File: src/sv/dbr_pkg.sv
// Shared types and constants for the depth buffer to range converter.
package dbr_pkg;

	localparam int MAX_DIM_DEF    = 4096;
	localparam int DEPTH_BITS_DEF = 24;

	// Field widths fixed by the stream format
	localparam int POS_W  = 12;
	localparam int DIM_W  = 13;
	localparam int FIX_W  = 32;
	localparam int HALF_W = 15;
	localparam int HSQ_W  = 28;

	// Radicand f^2 + (hx*2^15)^2 + (hy*2^15)^2 stays below 2^65
	localparam int SUM_W  = 66;
	localparam int ROOT_W = 33;
	localparam int PAD_N  = ROOT_W - FIX_W;
	localparam int PROD_W = FIX_W + ROOT_W;

	localparam logic [FIX_W-1:0] NEAR_RST  = 32'd6554;
	localparam logic [FIX_W-1:0] FAR_RST   = 32'd655360;
	localparam logic [DIM_W-1:0] WIDTH_RST = 13'd640;
	localparam logic [DIM_W-1:0] HEIGHT_RST = 13'd480;
	localparam logic [FIX_W-1:0] FOCAL_RST = 32'd34406400;

	localparam int CFG_IDX_W = 3;

	typedef enum logic [CFG_IDX_W-1:0] {
		CFG_NEAR   = 3'd0,
		CFG_FAR    = 3'd1,
		CFG_WIDTH  = 3'd2,
		CFG_HEIGHT = 3'd3,
		CFG_FOCAL  = 3'd4
	} cfg_idx_t;

endpackage

File: src/sv/dbr_div_cell.sv
// One restoring division cell: develops one quotient bit per stage.
module dbr_div_cell
	import dbr_pkg::*;
#(
	parameter int W  = 32,
	parameter int QW = 32
) (
	input  logic          clk,
	input  logic          en,
	input  logic [W-1:0]  rem_i,
	input  logic [W-1:0]  dvs_i,
	input  logic [QW-1:0] low_i,
	input  logic [QW-1:0] q_i,
	output logic [W-1:0]  rem_o,
	output logic [W-1:0]  dvs_o,
	output logic [QW-1:0] low_o,
	output logic [QW-1:0] q_o
);

	logic [W:0] remx;
	logic [W:0] diff;
	logic       ge;

	// remainder stays below the divisor, so the shifted value fits W+1 bits
	assign remx = {rem_i, low_i[QW-1]};
	assign diff = remx - {1'b0, dvs_i};
	assign ge   = remx >= {1'b0, dvs_i};

	always_ff @(posedge clk) begin
		if (en) begin
			rem_o <= ge ? diff[W-1:0] : remx[W-1:0];
			dvs_o <= dvs_i;
			low_o <= {low_i[QW-2:0], 1'b0};
			q_o   <= {q_i[QW-2:0], ge};
		end
	end

endmodule

File: config.mk
export PLATFORM = sky130hd
export DESIGN_NAME = dbr_div_cell
export DESIGN_NICKNAME = d
export VERILOG_FILES = /design/src/sv/dbr_pkg.sv /design/src/sv/dbr_div_cell.sv
export SDC_FILE = /design/constraint.sdc
export NUM_CORES = 1
export LEC_CHECK = 0
export BUFFER_PORTS_ARGS = -buffer_cell sky130_fd_sc_hd__buf_2
export CAP_MARGIN = 20
export CORE_MARGIN = 1
export CORE_UTILIZATION = 52
export CTS_CLUSTER_DIAMETER = 120
export DETAILED_ROUTE_END_ITERATION = 10
export PLACE_DENSITY = 0.86
export SLEW_MARGIN = 20
export SYNTH_ARGS = -nofsm -noshare
export SYNTH_HDL_FRONTEND = slang
export SYNTH_SLANG_ARGS = --single-unit
File: constraint.sdc
create_clock -name clk -period 7.9 [get_ports clk]
set_input_delay 1.58 -clock clk [delete_from_list [all_inputs] [get_ports clk]]
set_output_delay 1.58 -clock clk [all_outputs]
set_load 0.03 [all_outputs]
==> flow_summary.yaml <==
layout:
  utilization_pct: 70.6
  design_area_um2: 8100
  syn2layout_area_growth_pct: 31.6
  regArea_um2: 3810
  fin_nets: 908
  multiInputGateArea_um2: 2050
  antenna_cells: 0
  fillCellCount: 782
  stdcell_count: 900
  drive_gt1_share_pct: 39.5
yosys:
  syn_area_um2: 6150
  synth_ff_type: "edfxtp_1"
  synth_edf_count: 127
  ys_types: 50
  ys_ff_latch: 127
  synth.avg_cell_area_um2: 12.6
  synth.net_count: 651
  ys_seq_area_share_pct: 62.0
  async_flop_share_pct: 0
  yosys_warnings: 0
  syn_inst: 488
place:
  detailed_place_hpwl_um: 11500
  post_dp_cell_area_um2: 7500
  port_buffers: 255
  place.gp.congestion: 0.864
  dpl_worst_slack_ns: 3.02
  dp.cells: 869
outcome:
  status: "completed"
critical_path:
  critPathKind: "input pin to flip-flop"
  crit_arrival_ns: 4.37
  start_kind: "input pin"
  cp_max_fo: 56
  crit_path_end_kind: "flip-flop"
  cp.required_ns: 8.06
sta:
  period_share_pct: 53.3
  hold_viol_final: 0
  holdWs_ns: 1.34
  finalSetupViolCount: 0
  slew_violations: 0
  final.setup.tns_ns: 0
  maxSlewHeadroom_pct: 38.4
  finalCriticalPeriod_ns: 4.21
  worstMarginPinSlew_ns: 0.924
  rsz0062_at_grt: "no"
  max_freq_ghz: 0.238
  layout_setup_ws_ns: 3.69
pwr:
  p_leak_nw: 3.64
  p_per_area_nw_per_um2: 258
  power_mw: 2.09
  peakVddDrop_mv: 0.211
cts:
  path_clk_slew_ns: 0.06
  clock_path_buffers: 2
  post-cts-setup-buffers: 0
  cts_sinks: 127
  htreeDepth: 4
  cts_tree: "yes"
  cts_buffers: 17
  postCtsHoldBufs: 0
  postCtsResizedCells: 0
  cts-root-buf: "clkbuf_16"
detailed_routing:
  vias: 4848
  dr.pass1.iters: 5
  highest_layer: "met4"
  wire_per_inst_um: 17.2
  drc: 0
  wl_met2_um: 8170
  wl_met1_um: 5800
  routed_wl_um: 15500
  drt_iter0_markers: 366
  met3_length_um: 1200
  ant_nets: 0
  via_per_inst: 5.39
die:
  die_height_um: 111
  ios: 258
  start_util_pct: 53.6
  die_area_um2: 12300
  die_x_um: 111
  core_um2: 11500
  fp-row-count: 39
grt:
  grt_max_degree: 76
  grt_pass1_vias: 4748
  grt-ovfl-total: 0
  antenna_found_initial: 0
  grt_usage_pct: 25.4
  grt_pass1_wl_um: 24200
job:
  max_cap_violations: 0
worst_hold_path:
  hold_class: "input pin to flip-flop"
path summary, 6_finish.rpt:
kind / startpoint / to / cells after the start
worst max-delay path: dvs_i[23] / rem_o[20]$_DFFE_PP_ / 9
worst min-delay path: q_i[7] / q_o[8]$_DFFE_PP_ / 1
state kept, by name (all words and copies together) (netlist names):
signal	cells
rem_o	32
q_o	32
dvs_o	32
low_o	31
layer usage:
metal  GRT usage (%)  vias to the layer above
met3            8.47                       27
met5               0                        -
met1            27.8                     2293
met4            9.51                        0
met2            45.5                      218
li1                -                     2310
kinds of logic (layout without fill, tap and decap cells):
logic type | Yosys count | after routing | share of synthesized area (%)
other cells | 1 | 1 | 0.0610
compound gates | 120 | 120 | 11.9
fa+ha+maj | 33 | 33 | 6.83
mux | 10 | 10 | 2.28
flops | 127 | 127 | 62.0
xor+xnor | 26 | 26 | 3.70
simple gates | 107 | 107 | 8.50
buf+inv | 64 | 333 | 4.74
worst max-delay path: stages:
cell	delay (ns)
buf_2	0.09
inv_1	0.04
ha_1	0.41
and3_1	0.36
nand4_1	0.22
nor4b_1	0.50
a21o_1	0.19
o21a_4	0.60
mux2_4	0.35
report_power, final:
group / total, mW / switching (mW) / internal, mW
clock: 0.781 / 0.286 / 0.495
sequential: 0.843 / 0.0171 / 0.826
combinational: 0.465 / 0.309 / 0.156
total: 2.09 / 0.612 / 1.48
cell type report:
cell class                 instances  share of cell area [%]
timing repair buffer             256                    15.9
tap                              143                    2.21
sequential                       127                    47.1
clock buffer                      18                    5.30
inverter                          46                    2.13
clock inverter                    13                    2.01
multi-input combinational        297                    25.4
placed cells by master, fill, tap and decap left out, types with 5 or more instances in the layout:
cell type  instances
ha_1              32
nand2b_1           7
xor2_1            10
buf_2            254
o21a_1             5
nand2_1           24
nor2_1            37
nand4_1            8
o31ai_1            7
edfxtp_1         127
mux2_4             8
o21bai_1           5
xnor2_1           16
nand3_1            8
a21oi_1           54
o21ai_0           17
clkbuf_16         17
a21o_1             8
inv_1             46
synthesized netlist by cell type, types with 7 or more instances:
| cell | n | area, um2 |
|---|---|---|
| edfxtp_1 | 127 | 3810 |
| a21oi_1 | 54 | 270 |
| inv_1 | 46 | 173 |
| nor2_1 | 37 | 139 |
| ha_1 | 32 | 400 |
| nand2_1 | 24 | 90.1 |
| o21ai_0 | 17 | 85.1 |
| xnor2_1 | 16 | 140 |
| xor2_1 | 10 | 87.6 |
| a21o_1 | 8 | 60.1 |
| mux2_4 | 8 | 120 |
| nand3_1 | 8 | 40.0 |
| nand4_1 | 8 | 50.1 |
| nand2b_1 | 7 | 43.8 |
| o31ai_1 | 7 | 52.6 |
Note: power is estimated with default switching activity, not from simulation.
