[src/sv/dbr_pkg.sv]
// Shared types and constants for the depth buffer to range converter.
package dbr_pkg;

	localparam int MAX_DIM_DEF    = 4096;
	localparam int DEPTH_BITS_DEF = 24;

	// Field widths fixed by the stream format
	localparam int POS_W  = 12;
	localparam int DIM_W  = 13;
	localparam int FIX_W  = 32;
	localparam int HALF_W = 15;
	localparam int HSQ_W  = 28;

	// Radicand f^2 + (hx*2^15)^2 + (hy*2^15)^2 stays below 2^65
	localparam int SUM_W  = 66;
	localparam int ROOT_W = 33;
	localparam int PAD_N  = ROOT_W - FIX_W;
	localparam int PROD_W = FIX_W + ROOT_W;

	localparam logic [FIX_W-1:0] NEAR_RST  = 32'd6554;
	localparam logic [FIX_W-1:0] FAR_RST   = 32'd655360;
	localparam logic [DIM_W-1:0] WIDTH_RST = 13'd640;
	localparam logic [DIM_W-1:0] HEIGHT_RST = 13'd480;
	localparam logic [FIX_W-1:0] FOCAL_RST = 32'd34406400;

	localparam int CFG_IDX_W = 3;

	typedef enum logic [CFG_IDX_W-1:0] {
		CFG_NEAR   = 3'd0,
		CFG_FAR    = 3'd1,
		CFG_WIDTH  = 3'd2,
		CFG_HEIGHT = 3'd3,
		CFG_FOCAL  = 3'd4
	} cfg_idx_t;

endpackage

[src/sv/dbr_sqrt_cell.sv]
// One digit-by-digit square root cell: decides root bit B.
module dbr_sqrt_cell
	import dbr_pkg::*;
#(
	parameter int B = 0
) (
	input  logic              clk,
	input  logic              en,
	input  logic [SUM_W-1:0]  rem_i,
	input  logic [ROOT_W-1:0] root_i,
	output logic [SUM_W-1:0]  rem_o,
	output logic [ROOT_W-1:0] root_o
);

	localparam int IW = SUM_W + 2;

	logic [IW-1:0] inc;
	logic [IW-1:0] remx;
	logic [IW-1:0] diff;
	logic          ge;

	// (r + 2^B)^2 - r^2, with r holding bits above B only
	assign inc  = (IW'(root_i) << (B + 1)) + (IW'(1) << (2 * B));
	assign remx = IW'(rem_i);
	assign diff = remx - inc;
	assign ge   = remx >= inc;

	always_ff @(posedge clk) begin
		if (en) begin
			rem_o  <= ge ? diff[SUM_W-1:0] : rem_i;
			root_o <= ge ? (root_i | (ROOT_W'(1) << B)) : root_i;
		end
	end

endmodule

[config.mk]
export PLATFORM = sky130hd
export DESIGN_NAME = dbr_sqrt_cell
export DESIGN_NICKNAME = d
export VERILOG_FILES = /design/src/sv/dbr_pkg.sv /design/src/sv/dbr_sqrt_cell.sv
export SDC_FILE = /design/constraint.sdc
export NUM_CORES = 1
export LEC_CHECK = 0
export ABC_AREA = 1
export BUFFER_PORTS_ARGS = -buffer_cell sky130_fd_sc_hd__clkbuf_2
export CAP_MARGIN = 20
export CORE_MARGIN = 8
export CORE_UTILIZATION = 35
export DETAILED_ROUTE_END_ITERATION = 6
export GPL_ROUTABILITY_DRIVEN = 0
export PLACE_DENSITY = 0.68
export SYNTH_ARGS = -nofsm -noshare
export SYNTH_HDL_FRONTEND = slang
export SYNTH_SLANG_ARGS = --single-unit
export TNS_END_PERCENT = 1
[constraint.sdc]
create_clock -name clk -period 3.3 [get_ports clk]
set_input_delay 0 -clock clk [delete_from_list [all_inputs] [get_ports clk]]
set_output_delay 0 -clock clk [all_outputs]
set_load 0.02 [all_outputs]
==> out/qor.txt <==
FFs w/ async S/R, synth - 0
critical path launch point type - primary input
clock root buffer - clkbuf_16
CTS Buf Count - 9
Synth Flop Type - edfxtp_1
Final Hold Violating Endpoints - 1
Final HPWL DP - 21,350 µm
Die Area - 0.02672 mm²
hold crit path type - in2reg
Peak Freq - 349.1 MHz
Ports - 200
Syn Inst Count - 1,073
PortBufs - 199
worst hold path stage count - 3
initial antenna violation count - 1
global route total overflow - 0
Core ar. - 0.02155 mm²
Die X - 163.5 µm
Finished Cell Area - 0.009869 mm²
overall routing resource usage - 0.1936
Max Cap Viol - 0
Worst EP required - 3.41 ns
EDFF count, synth - 99
critical path class - in2reg
Distinct cells, synth - 35
Worst path max stage delay - 0.54 ns
Critical Path Slowest Stage Cell - dlygate4sd3_1
initial core utilization - 0.3531
Critical Path Source - rem_i[9]
Slew @ Worst Pin - 0.5571 ns
max_slew headroom - 0.6247
CTS Hold Bufs - 63
area grow syn2layout - 29.67%
largest net degree at the start of global routing - 37
Syn Std Cell Area - 0.007611 mm²
Leakage Power - 4.523 nW
htree depth - 3
final wirelength - 26,180 µm
setup TNS - 0 ns
synth top area cells - edfxtp_1, nand2_1, inv_1, nor2_1, ha_1
drt pass-1 iters - 5
Yosys warnings - 0
DRC Markers - 0
Final Critical Period - 2.864 ns
worst path bufs/invs - 5
unrepaired setup endpoints after global routing - false
status - complete, but fails checks
register area share after synthesis - 0.3906
NumNets Final - 1,477
Worst Hold Path EP - rem_o[22]
Clock transition at path regs - 0.07 ns
layout cell share with drive strength beyond 1 - 0.1761
CP top delay family - buffers and inverters
Starting DRT DRC Count - 593
Synth area leader - edfxtp_1
total clock sinks - 99
PwrDens - 391.5 mW/mm²
setup bufs post-CTS - 0
first-pass GRT wire length - 40,430 µm
crit path cell chain - dlygate4sd3_1 > clkbuf_2 > ha_1 > a21oi_1 > o21ai_0 > inv_1 > nand3_2 > nand2_1 > nand2_2 > nand2_1 > nand3_4 > inv_2 > buf_12 > o21ai_0
number of placement rows - 54
hold path start - rem_i[22]
Via density - 4.876
DRT antenna net count - 0
top-area cell type share of the netlist area - 0.3906
Crit. End Element - register
failing checks - negative hold slack
Min Hold Slack - -0.002772 ns
via count - 7,929
final setup fails - 0
max-slew violation count - 0
CTS max path bufs - 2
CTS tree - done
Seq cells post-synth - 99
CTS resizes - 0
WL per Instance - 16.10 µm
n_diodes - 0
Post-Syn Nets - 1,209
Syn Area/Cell - 7.093 µm²
CP arrival - 2.97 ns
CP Max Fanout - 36
period utilisation layout - 0.8680
Die Span Y - 163.5 µm
vias in the first global route - 7,844
placed cell areas - 0.008930 mm²
VDD IR-drop max - 184.6 µV
==> metrics by stage <==
step                setup WS (ns)  instances  power (mW)    util  hold slack (ns)
finish                     0.4355       1626       3.864  0.4579        -0.002772
global route               0.2295       1626       4.043  0.4579          0.02619
CTS                        0.4600       1626       3.879  0.4579          0.01192
detailed placement         0.6737       1547       2.686  0.4143           0.1948
global placement           0.7737       1547       2.675  0.4143           0.1932
floorplan                   1.489       1073       2.269       -          0.09887
==> area by class of cell <==
type,count,area [µm²]
Fill cell,2142,11680
Multi-Input combinational cell,791,3896
Sequential cell,99,2973
Timing Repair Buffer,267,1692
Inverter,173,649.4
Tap cell,280,350.3
Clock buffer,10,229.0
Clock inverter,6,80.08
==> power breakdown <==
part / internal (mW) / switching (mW) / leakage, nW
clock: 0.659 / 0.479 / 0.148
sequential: 1.56 / 0.0408 / 0.969
combinational: 0.399 / 0.731 / 3.41
==> flip-flops by register name, summed over array words and instances, names as in the netlist <==
name and cells:
rem_o 66, root_o 33
==> cells in the final DEF, fill, tap and decap left out, types with 16 or more instances in the layout <==
cell / synthesis / routed
a21oi_1: 67 / 67
clkbuf_2: 1 / 198
dlygate4sd3_1: 0 / 63
edfxtp_1: 99 / 99
ha_1: 34 / 34
inv_1: 169 / 169
nand2_1: 345 / 345
nand3_1: 40 / 40
nor2_1: 132 / 132
nor3_1: 18 / 18
o21ai_0: 43 / 43
o21ai_1: 16 / 16
xnor2_1: 28 / 28
==> cells in the mapped netlist, types with 4 or more instances <==
master	instances
a21oi_1	67
a21oi_2	6
and2_1	4
buf_6	7
edfxtp_1	99
ha_1	34
inv_1	169
inv_2	4
nand2_1	345
nand3_1	40
nand3b_1	13
nand4_1	13
nor2_1	132
nor3_1	18
nor4_1	5
o21ai_0	43
o21ai_1	16
xnor2_1	28
xor2_1	4
==> cell families (layout without fill, tap and decap cells) <==
| logic type | count (synthesis) | count (layout) | share of synthesized area |
|---|---|---|---|
| simple gates | 584 | 584 | 0.3189 |
| buf+inv | 183 | 456 | 0.09748 |
| compound gates | 140 | 140 | 0.09765 |
| flops | 99 | 99 | 0.3906 |
| fa+ha+maj | 35 | 35 | 0.05852 |
| xor+xnor | 32 | 32 | 0.03682 |
==> worst max path at each step <==
| stage | slack (ns) | endpoint | cells past startpoint |
|---|---|---|---|
| 2_1_floorplan | 1.49 | rem_o[10] | 11 |
| 3_3_place_gp | 0.77 | rem_o[60] | 12 |
| 3_5_place_dp | 0.67 | rem_o[10] | 12 |
| 4_1_cts | 0.46 | rem_o[10] | 14 |
| 5_1_grt | 0.23 | rem_o[3] | 15 |
| 6_report | 0.44 | rem_o[10] | 14 |
==> per-layer routing <==
metal	GRT usage	part of all wire	vias up
li1	-	-	3998
met1	0.2331	0.42	3540
met2	0.3276	0.46	331
met3	0.04083	0.083	58
met4	0.08512	0.035	2
met5	0	0.00034	-
Power figures use the tool's default switching activity.
